===== config.mk =====
export PLATFORM = sky130hd
export DESIGN_NAME = imu_heading_frame_decoder
export DESIGN_NICKNAME = d
export VERILOG_FILES = /design/src/rtl/ihfd_pkg.sv /design/src/rtl/ihfd_frame.sv /design/src/rtl/ihfd_out_reg.sv /design/src/rtl/imu_heading_frame_decoder.sv
export SDC_FILE = /design/constraint.sdc
export NUM_CORES = 1
export LEC_CHECK = 0
export BUFFER_PORTS_ARGS = -buffer_cell sky130_fd_sc_hd__buf_4
export CAP_MARGIN = 20
export CORE_MARGIN = 2
export CORE_UTILIZATION = 50
export CTS_CLUSTER_DIAMETER = 80
export DETAILED_ROUTE_END_ITERATION = 10
export GPL_TIMING_DRIVEN = 0
export PLACE_DENSITY_LB_ADDON = 0.05
export REMOVE_ABC_BUFFERS = 1
export SLEW_MARGIN = 15
export SYNTH_ARGS = -nofsm -noshare
export SYNTH_HDL_FRONTEND = slang
export SYNTH_HIERARCHICAL = 1
export SYNTH_SLANG_ARGS = --single-unit

===== constraint.sdc =====
create_clock -name clk -period 8.99 [get_ports clk]
set_clock_uncertainty 0.15 [all_clocks]
set_input_delay 1.798 -clock clk [delete_from_list [all_inputs] [get_ports clk]]
set_output_delay 1.798 -clock clk [all_outputs]
set_load 0.01 [all_outputs]

===== src/rtl/ihfd_pkg.sv =====
package ihfd_pkg;

  // Framing bytes
  localparam logic [7:0] FRAME_HEAD  = 8'hA5;
  localparam logic [7:0] FRAME_START = 8'h5A;

  // Frame positions that are kept
  localparam logic [7:0] POS_LENGTH = 8'd0;
  localparam logic [7:0] POS_HIGH   = 8'd2;
  localparam logic [7:0] POS_LOW    = 8'd3;

  // Sign-magnitude layout of the heading word
  localparam int SIGN_POS = 15;

  // One processed byte: whether it closes a frame, and the decoded heading
  typedef struct packed {
    logic               emit;
    logic signed [15:0] heading;
  } ihfd_result_t;

  // Sign-magnitude to two's complement; negative zero maps to zero
  function automatic logic signed [15:0] decode_heading(input logic [7:0] hi,
                                                        input logic [7:0] lo);
    logic [15:0] raw;
    logic [15:0] mag;
    logic [15:0] val;
    raw = {hi, lo};
    mag = {1'b0, raw[SIGN_POS-1:0]};
    val = raw[SIGN_POS] ? (16'd0 - mag) : mag;
    return signed'(val);
  endfunction

endpackage


===== src/rtl/ihfd_frame.sv =====
module ihfd_frame (
  input  logic                    clk,
  input  logic                    rst,
  input  logic                    step,
  input  logic [7:0]              rx_byte,
  output ihfd_pkg::ihfd_result_t  res
);
  import ihfd_pkg::*;

  logic       head_seen;
  logic [7:0] write_index;
  logic [7:0] frame_length;
  logic [7:0] heading_high;
  logic [7:0] heading_low;

  logic       head_seen_next;
  logic [7:0] write_index_next;
  logic [7:0] frame_length_next;
  logic [7:0] heading_high_next;
  logic [7:0] heading_low_next;

  logic       is_head;
  logic       is_start;
  logic       do_store;
  logic [7:0] index_inc;

  // Byte classification and the store into the kept positions
  always_comb begin
    is_head   = (rx_byte == FRAME_HEAD);
    is_start  = (rx_byte == FRAME_START);
    // a start byte right after a head byte opens a frame instead of storing
    do_store  = is_head || !is_start || !head_seen;
    index_inc = write_index + 8'd1;

    frame_length_next = (do_store && write_index == POS_LENGTH) ? rx_byte : frame_length;
    heading_high_next = (do_store && write_index == POS_HIGH)   ? rx_byte : heading_high;
    heading_low_next  = (do_store && write_index == POS_LOW)    ? rx_byte : heading_low;

    head_seen_next   = is_head;
    write_index_next = do_store ? index_inc : 8'd0;
    res.emit         = 1'b0;
    // only data bytes are checked against the length
    if (!is_head && !is_start && index_inc == frame_length_next) begin
      res.emit         = 1'b1;
      write_index_next = 8'd0;
    end
    res.heading = decode_heading(heading_high_next, heading_low_next);
  end

  // Frame state
  always_ff @(posedge clk) begin
    if (rst) begin
      head_seen    <= 1'b0;
      write_index  <= 8'd0;
      frame_length <= 8'd0;
      heading_high <= 8'd0;
      heading_low  <= 8'd0;
    end else if (step) begin
      head_seen    <= head_seen_next;
      write_index  <= write_index_next;
      frame_length <= frame_length_next;
      heading_high <= heading_high_next;
      heading_low  <= heading_low_next;
    end
  end

`ifndef SYNTH
  // A frame end always returns the index to the frame start
  a_emit_clears_index: assert property (@(posedge clk) disable iff (rst)
    (step && res.emit) |=> (write_index == 8'd0))
    else $error("index not cleared after frame end");

  // A start pair clears the index and the head flag
  a_start_pair: assert property (@(posedge clk) disable iff (rst)
    (step && head_seen && rx_byte == FRAME_START) |=> (write_index == 8'd0 && !head_seen))
    else $error("start pair not handled");

  // The head flag tracks the last processed byte
  a_head_flag: assert property (@(posedge clk) disable iff (rst)
    step |=> (head_seen == ($past(rx_byte) == FRAME_HEAD)))
    else $error("head flag mismatch");
`endif

endmodule


===== src/rtl/ihfd_out_reg.sv =====
module ihfd_out_reg (
  input  logic                    clk,
  input  logic                    rst,
  input  logic                    load,
  input  ihfd_pkg::ihfd_result_t  res,
  output logic                    room,
  output logic                    out_valid,
  input  logic                    out_ready,
  output logic signed [15:0]      heading
);
  import ihfd_pkg::*;

  // Free now, or freed by the receiver at this edge
  assign room = !out_valid || out_ready;

  // Result register
  always_ff @(posedge clk) begin
    if (rst) begin
      out_valid <= 1'b0;
    end else if (room) begin
      out_valid <= load && res.emit;
    end
  end

  always_ff @(posedge clk) begin
    if (room && load && res.emit) begin
      heading <= res.heading;
    end
  end

`ifndef SYNTH
  // A result is only written when the register has room
  a_load_room: assert property (@(posedge clk) disable iff (rst)
    (load && res.emit) |-> room)
    else $error("result written over a pending result");
`endif

endmodule


===== src/rtl/imu_heading_frame_decoder.sv =====
// Heading frame decoder.
// Input channel: rx_byte with in_valid / in_ready, one received byte per item.
// Output channel: heading with out_valid / out_ready, one item per completed
// frame (sign-magnitude bytes two and three as a signed 16-bit value).
// A byte pair 0xA5, 0x5A starts a frame; the byte at position 0 is the length.
// Path: an accepted byte waits in the input register, is decoded from there, and
// its heading is loaded into the result register, which offers it on the output.
// Throughput: one byte per cycle while no result waits on out_ready, set by the
// input register feeding the single decode stage and the result register.
// Stall: the input register holds one byte while a result waits; the decode
// stage advances only when the result register is empty or being read, so
// in_ready drops after one more byte when the receiver holds out_ready low.
// Reset (rst, synchronous): clears the frame index, length, heading bytes and
// the head flag, and empties both registers.
module imu_heading_frame_decoder (
  input  logic               clk,
  input  logic               rst,
  input  logic               in_valid,
  output logic               in_ready,
  input  logic [7:0]         rx_byte,
  output logic               out_valid,
  input  logic               out_ready,
  output logic signed [15:0] heading
);
  import ihfd_pkg::*;

  logic         s1_valid;
  logic [7:0]   s1_byte;
  logic         room;
  logic         advance;
  ihfd_result_t res;

  assign advance  = s1_valid && room;
  assign in_ready = !s1_valid || advance;

  // Input register
  always_ff @(posedge clk) begin
    if (rst) begin
      s1_valid <= 1'b0;
    end else if (in_ready) begin
      s1_valid <= in_valid;
    end
  end

  always_ff @(posedge clk) begin
    if (in_ready && in_valid) begin
      s1_byte <= rx_byte;
    end
  end

  ihfd_frame u_frame (
    .clk     (clk),
    .rst     (rst),
    .step    (advance),
    .rx_byte (s1_byte),
    .res     (res)
  );

  ihfd_out_reg u_out (
    .clk       (clk),
    .rst       (rst),
    .load      (advance),
    .res       (res),
    .room      (room),
    .out_valid (out_valid),
    .out_ready (out_ready),
    .heading   (heading)
  );

`ifndef SYNTH
  // A held byte is never dropped while the decode stage is blocked
  a_hold_byte: assert property (@(posedge clk) disable iff (rst)
    (s1_valid && !room) |=> (s1_valid && $stable(s1_byte)))
    else $error("pending byte lost");
`endif

endmodule


---- Word-level counts from Yosys, hierarchy flattened ----
Cells that the tools add are included.
storage, ports and cells
  input port bits ......................... 12
  logic and storage cells ................. 44
  flip-flop bits (word level) ............. 59
  output and inout bits ................... 18
operators by class
  add/subtract/negate cells ............... 2
  muxes and demuxes ....................... 7
  eq/ne operators ......................... 5
  reductions and logical operators ........ 20
operators by type and width
  kind                                                  number
  two-way mux 8 bit                                     5
  equality test 8 x 2 -> 1 bit (second input constant)  2
  subtractor 1 x 15 -> 16 bit (first input constant)    1
  two-way mux 15 bit                                    1
  logical AND 1 bit                                     10
  adder 8 x 1 -> 8 bit (second input constant)          1
  equality test 8 x 7 -> 1 bit (second input constant)  1
  equality test 8 bit                                   1
  equality test 8 bit (second input constant)           1
  logical NOT 8 bit                                     1
  logical NOT 1 bit                                     5
  logical OR 1 bit                                      4
  two-way mux 1 bit                                     1

---- Longest topological paths before layout ----
  depth in word-level cells ............... 10
  depth in mapped cells ................... 12
  depth with buffers taken out ............ 11

---- Modules after synthesis ----
Netlist, hierarchy kept.
modules (own cells, without submodules)
  module                     seq. area each (um^2)  instances  cells each  area an instance (um^2)
  ihfd_frame                 660.6                  1          302         2,518.7
  ihfd_out_reg               500.5                  1          21          543.0
  imu_heading_frame_decoder  260.2                  1          14          302.8

---- Worst setup path before layout ----
Ideal clock, no wire load.
  kind .................................... input to output
  start ................................... in out_ready
  end ..................................... out in_ready
  path slack .............................. 4,955 ps
  data required time ...................... 7,042 ps
  arrival ................................. 2,087 ps
  buffers on the path ..................... 0
  cell stages on the path ................. 2
  cells stage by stage .................... nand2b_4 -> nand2b_4
on the way
  cells in the longest elaborated chain, start to end .. 3
RTL lines
  item               line                             RTL
  start, declared    imu_heading_frame_decoder.sv:22  input logic out_ready,
  logical OR 1 bit   ihfd_out_reg.sv:14               assign room = !out_valid || out_ready;
  logical AND 1 bit  imu_heading_frame_decoder.sv:33  assign advance = s1_valid && room;
  logical OR 1 bit   imu_heading_frame_decoder.sv:34  assign in_ready = !s1_valid || advance;
  end, declared      imu_heading_frame_decoder.sv:19  output logic in_ready,
Every way passes these cells.

---- Worst setup path in the final report ----
  start ................................... in out_ready
  end ..................................... out in_ready
on the way
  cells in the longest elaborated chain, start to end .. 3
RTL lines
  item               line                             RTL
  logical OR 1 bit   ihfd_out_reg.sv:14
  via room           imu_heading_frame_decoder.sv:29  logic room;
  logical AND 1 bit  imu_heading_frame_decoder.sv:33
  logical OR 1 bit   imu_heading_frame_decoder.sv:34
The timed path passes the listed nets, and every way through them passes these cells.

==> results.json <==
{
  "synth_commonest_cells": "nor2_1, dfxtp_1, mux2i_1",
  "power_w": 0.000600,
  "power_leakage_nw": 1.49,
  "max_freq_mhz": 233,
  "ys_types": 60,
  "synthCells": 337,
  "cpPeakStageDelay_ns": 0.15,
  "die_y_um": 86.0,
  "async_reset_ff_share_pct": 0,
  "die-area_sq_um": 7400,
  "yosysTopAreaCell": "edfxtp_1",
  "setup.worst_path.end_class": "primary output",
  "timing.rr.start": "s1_byte[0]$_DFFE_PP_",
  "yosysSeqAreaShare_pct": 42.2,
  "wl_per_cell_um": 15.2,
  "track_usage_pct": 19.4,
  "num_vias": 2418,
  "routed_wirelength_um": 6590,
  "fin_tns_setup_ns": 0,
  "combPwrFrac_pct": 10.4,
  "reg2reg_to": "u_out/heading[1]$_DFFE_PP_",
  "synthFlopType": "dfxtp_1",
  "place_inst": 417,
  "drv_slew": 0,
  "finalCritPeriodShare_pct": 47.7,
  "period_minus_slack_ns": 4.29,
  "cts_buffers": 9,
  "cts_resized": 0,
  "start_util_pct": 52.4,
  "yosysTopAreaCellShare_pct": 21.4,
  "tightestPinTransition_ns": 0.672,
  "drtIter0Drc": 115,
  "crit_end": "in_ready",
  "fin_nets": 367,
  "drive_above_1_share_pct": 21.6,
  "rsz0062_at_grt": "false",
  "ys_warn_count": 6,
  "internal_power_w": 0.000448,
  "crit_type": "primary input to primary output",
  "core.rowCount": 29,
  "firstDrtPassIters": 4,
  "grt_pass1_wl_um": 11100,
  "clockBufferDepth": 2,
  "clk_latency_ns": 0.34,
  "final_util_pct": 57.5,
  "cp_max_fo": 4,
  "hpwl_um": 4430,
  "critPathLaunchType": "primary input",
  "outcome": "complete, no violations",
  "startpoint": "out_ready",
  "grt_max_degree": 38,
  "cts_sinks": 59,
  "post-route-drc-count": 0,
  "htree_levels": 3,
  "antenna_found_initial": 0,
  "post_cts_buffers": 0,
  "ant_nets": 0,
  "viasPerCell": 5.58,
  "worstPathCellList": "buf_4, nand2b_4, nand2b_4, buf_4",
  "p_per_area_nw_per_um2": 162,
  "ys_seq_elements": 59,
  "syn2layout_area_growth_pct": 9.82,
  "post_layout_nonfiller_instances": 433,
  "p_sw_w": 0.000152,
  "rr_worst_depth": 9,
  "syn_avg_cell_area_sq_um": 9.98,
  "synth_edf_count": 24,
  "cts.clk_slew.worst_paths_ns": 0.06,
  "grt_overflow": 0,
  "core_region_area_sq_um": 6420,
  "grt_pass1_vias": 2330,
  "p_clk_share_pct": 39.8,
  "synth.most_common_cell": "nor2_1",
  "worstPathArrival_ns": 2.34,
  "maxCapViolCount": 0,
  "ioPinCount": 30,
  "synth.area.top_cells": "edfxtp_1, dfxtp_1, mux2i_1, xnor2_1, nor2_1",
  "ir_worst_vdd_v": 0.000120,
  "crit_required_ns": 7.04,
  "seqPwrFrac_pct": 49.9,
  "maxSlewHeadroom_pct": 55.2,
  "synth_area_sq_um": 3360,
  "setup_viol": 0,
  "dieWidth_um": 86.0,
  "r2r_slack_ns": 5.09,
  "gp_congestion": 0.835,
  "postCtsHoldBufs": 0,
  "slowest_stage": "nand2b_4",
  "hold_viol_final": 0,
  "tritoncts": "built",
  "switching_share_pct": 25.3,
  "io_buffers": 29,
  "diodes": 0,
  "min_path_type": "flip-flop to flip-flop",
  "root_buffer": "clkbuf_8"
}
-- power groups by stage --
stage / combinational [W] / sequential (W) / clock [W]
floorplan: 0.0000468 / 0.000300 / 0
global route: 0.0000691 / 0.000300 / 0.000256
CTS: 0.0000623 / 0.000299 / 0.000247
detailed placement: 0.0000620 / 0.000305 / 0
global placement: 0.0000613 / 0.000305 / 0
finish: 0.0000622 / 0.000299 / 0.000238
-- logic make-up after synthesis --
family                     after synthesis  synth area share [%]
adders and majority gates                4                  1.49
DFF                                     59                  42.2
and+or+nand+nor                        128                  22.0
muxes                                   32                  9.78
AOI/OAI and AO/OA                       58                  12.6
buffers and inverters                   34                  6.17
xor gates and xnor gates                22                  5.73
-- cell usage in the layout, fill, tap and decap left out, drive strengths merged, types with 7 or more instances in the layout --
master  instances
nor2           40
dfxtp          35
a21oi          30
buf            29
mux2i          28
edfxtp         24
nand2          24
xnor2          18
nand3          17
nand2b         12
clkbuf         11
inv             8
nand4           7
-- registers in the layout (all words and copies together), names as in the netlist --
| name | cells |
|---|---|
| u_out/out_valid | 1 |
| s1_byte | 8 |
| u_frame/write_index | 8 |
| s1_valid | 1 |
| u_out/heading | 16 |
| u_frame/heading_low | 8 |
| u_frame/frame_length | 8 |
| u_frame/heading_high | 8 |
| u_frame/head_seen | 1 |
-- worst min-delay path by stage --
stage	from	end	slack [ns]	cells after the start
after global placement	u_frame/frame_length[0]$_SDFFE_PP0P_	u_frame/frame_length[0]$_SDFFE_PP0P_	0.31	2
after CTS	u_frame/frame_length[4]$_SDFFE_PP0P_	u_frame/frame_length[4]$_SDFFE_PP0P_	0.32	2
after floorplan	u_frame/frame_length[0]$_SDFFE_PP0P_	u_frame/frame_length[0]$_SDFFE_PP0P_	0.29	2
final	u_frame/frame_length[1]$_SDFFE_PP0P_	u_frame/frame_length[1]$_SDFFE_PP0P_	0.32	2
after detailed placement	u_frame/frame_length[4]$_SDFFE_PP0P_	u_frame/frame_length[4]$_SDFFE_PP0P_	0.31	2
after global routing	u_frame/frame_length[1]$_SDFFE_PP0P_	u_frame/frame_length[1]$_SDFFE_PP0P_	0.34	2
-- layout make-up --
| class | count | area [sq um] |
|---|---|---|
| well taps | 77 | 96.3 |
| clock inverters | 5 | 52.6 |
| clock buffers | 11 | 141 |
| repair buffers | 29 | 218 |
| inverters | 8 | 30.0 |
| multi-input cells | 244 | 1740 |
| flip-flops and latches | 59 | 1420 |
| fillers | 573 | 2730 |
-- metrics by stage --
stage               cell area [sq um]  setup slack, ns  hold slack (ns)
finish                           3690             4.70            0.321
global route                     3690             4.69            0.339
CTS                              3690             4.70            0.322
floorplan                        3190             4.96            0.288
global placement                 3500             4.71            0.305
detailed placement               3500             4.71            0.311
-- worst max-delay path, delay by kind of cell --
kind	cells	cell delay (ns)
buffers and inverters	2	0.24
AND/OR/NAND/NOR	2	0.29
-- metal layers --
metal  share of wire [%]  global-route usage [%]  up-vias
li1                    -                       -     1228
met1                  48                    24.5     1124
met2                  46                    32.3       58
met3                 4.5                    3.75        8
met4                 1.6                    8.08        0
met5                   0                       0        -
Note: power is estimated with default switching activity, not from simulation.
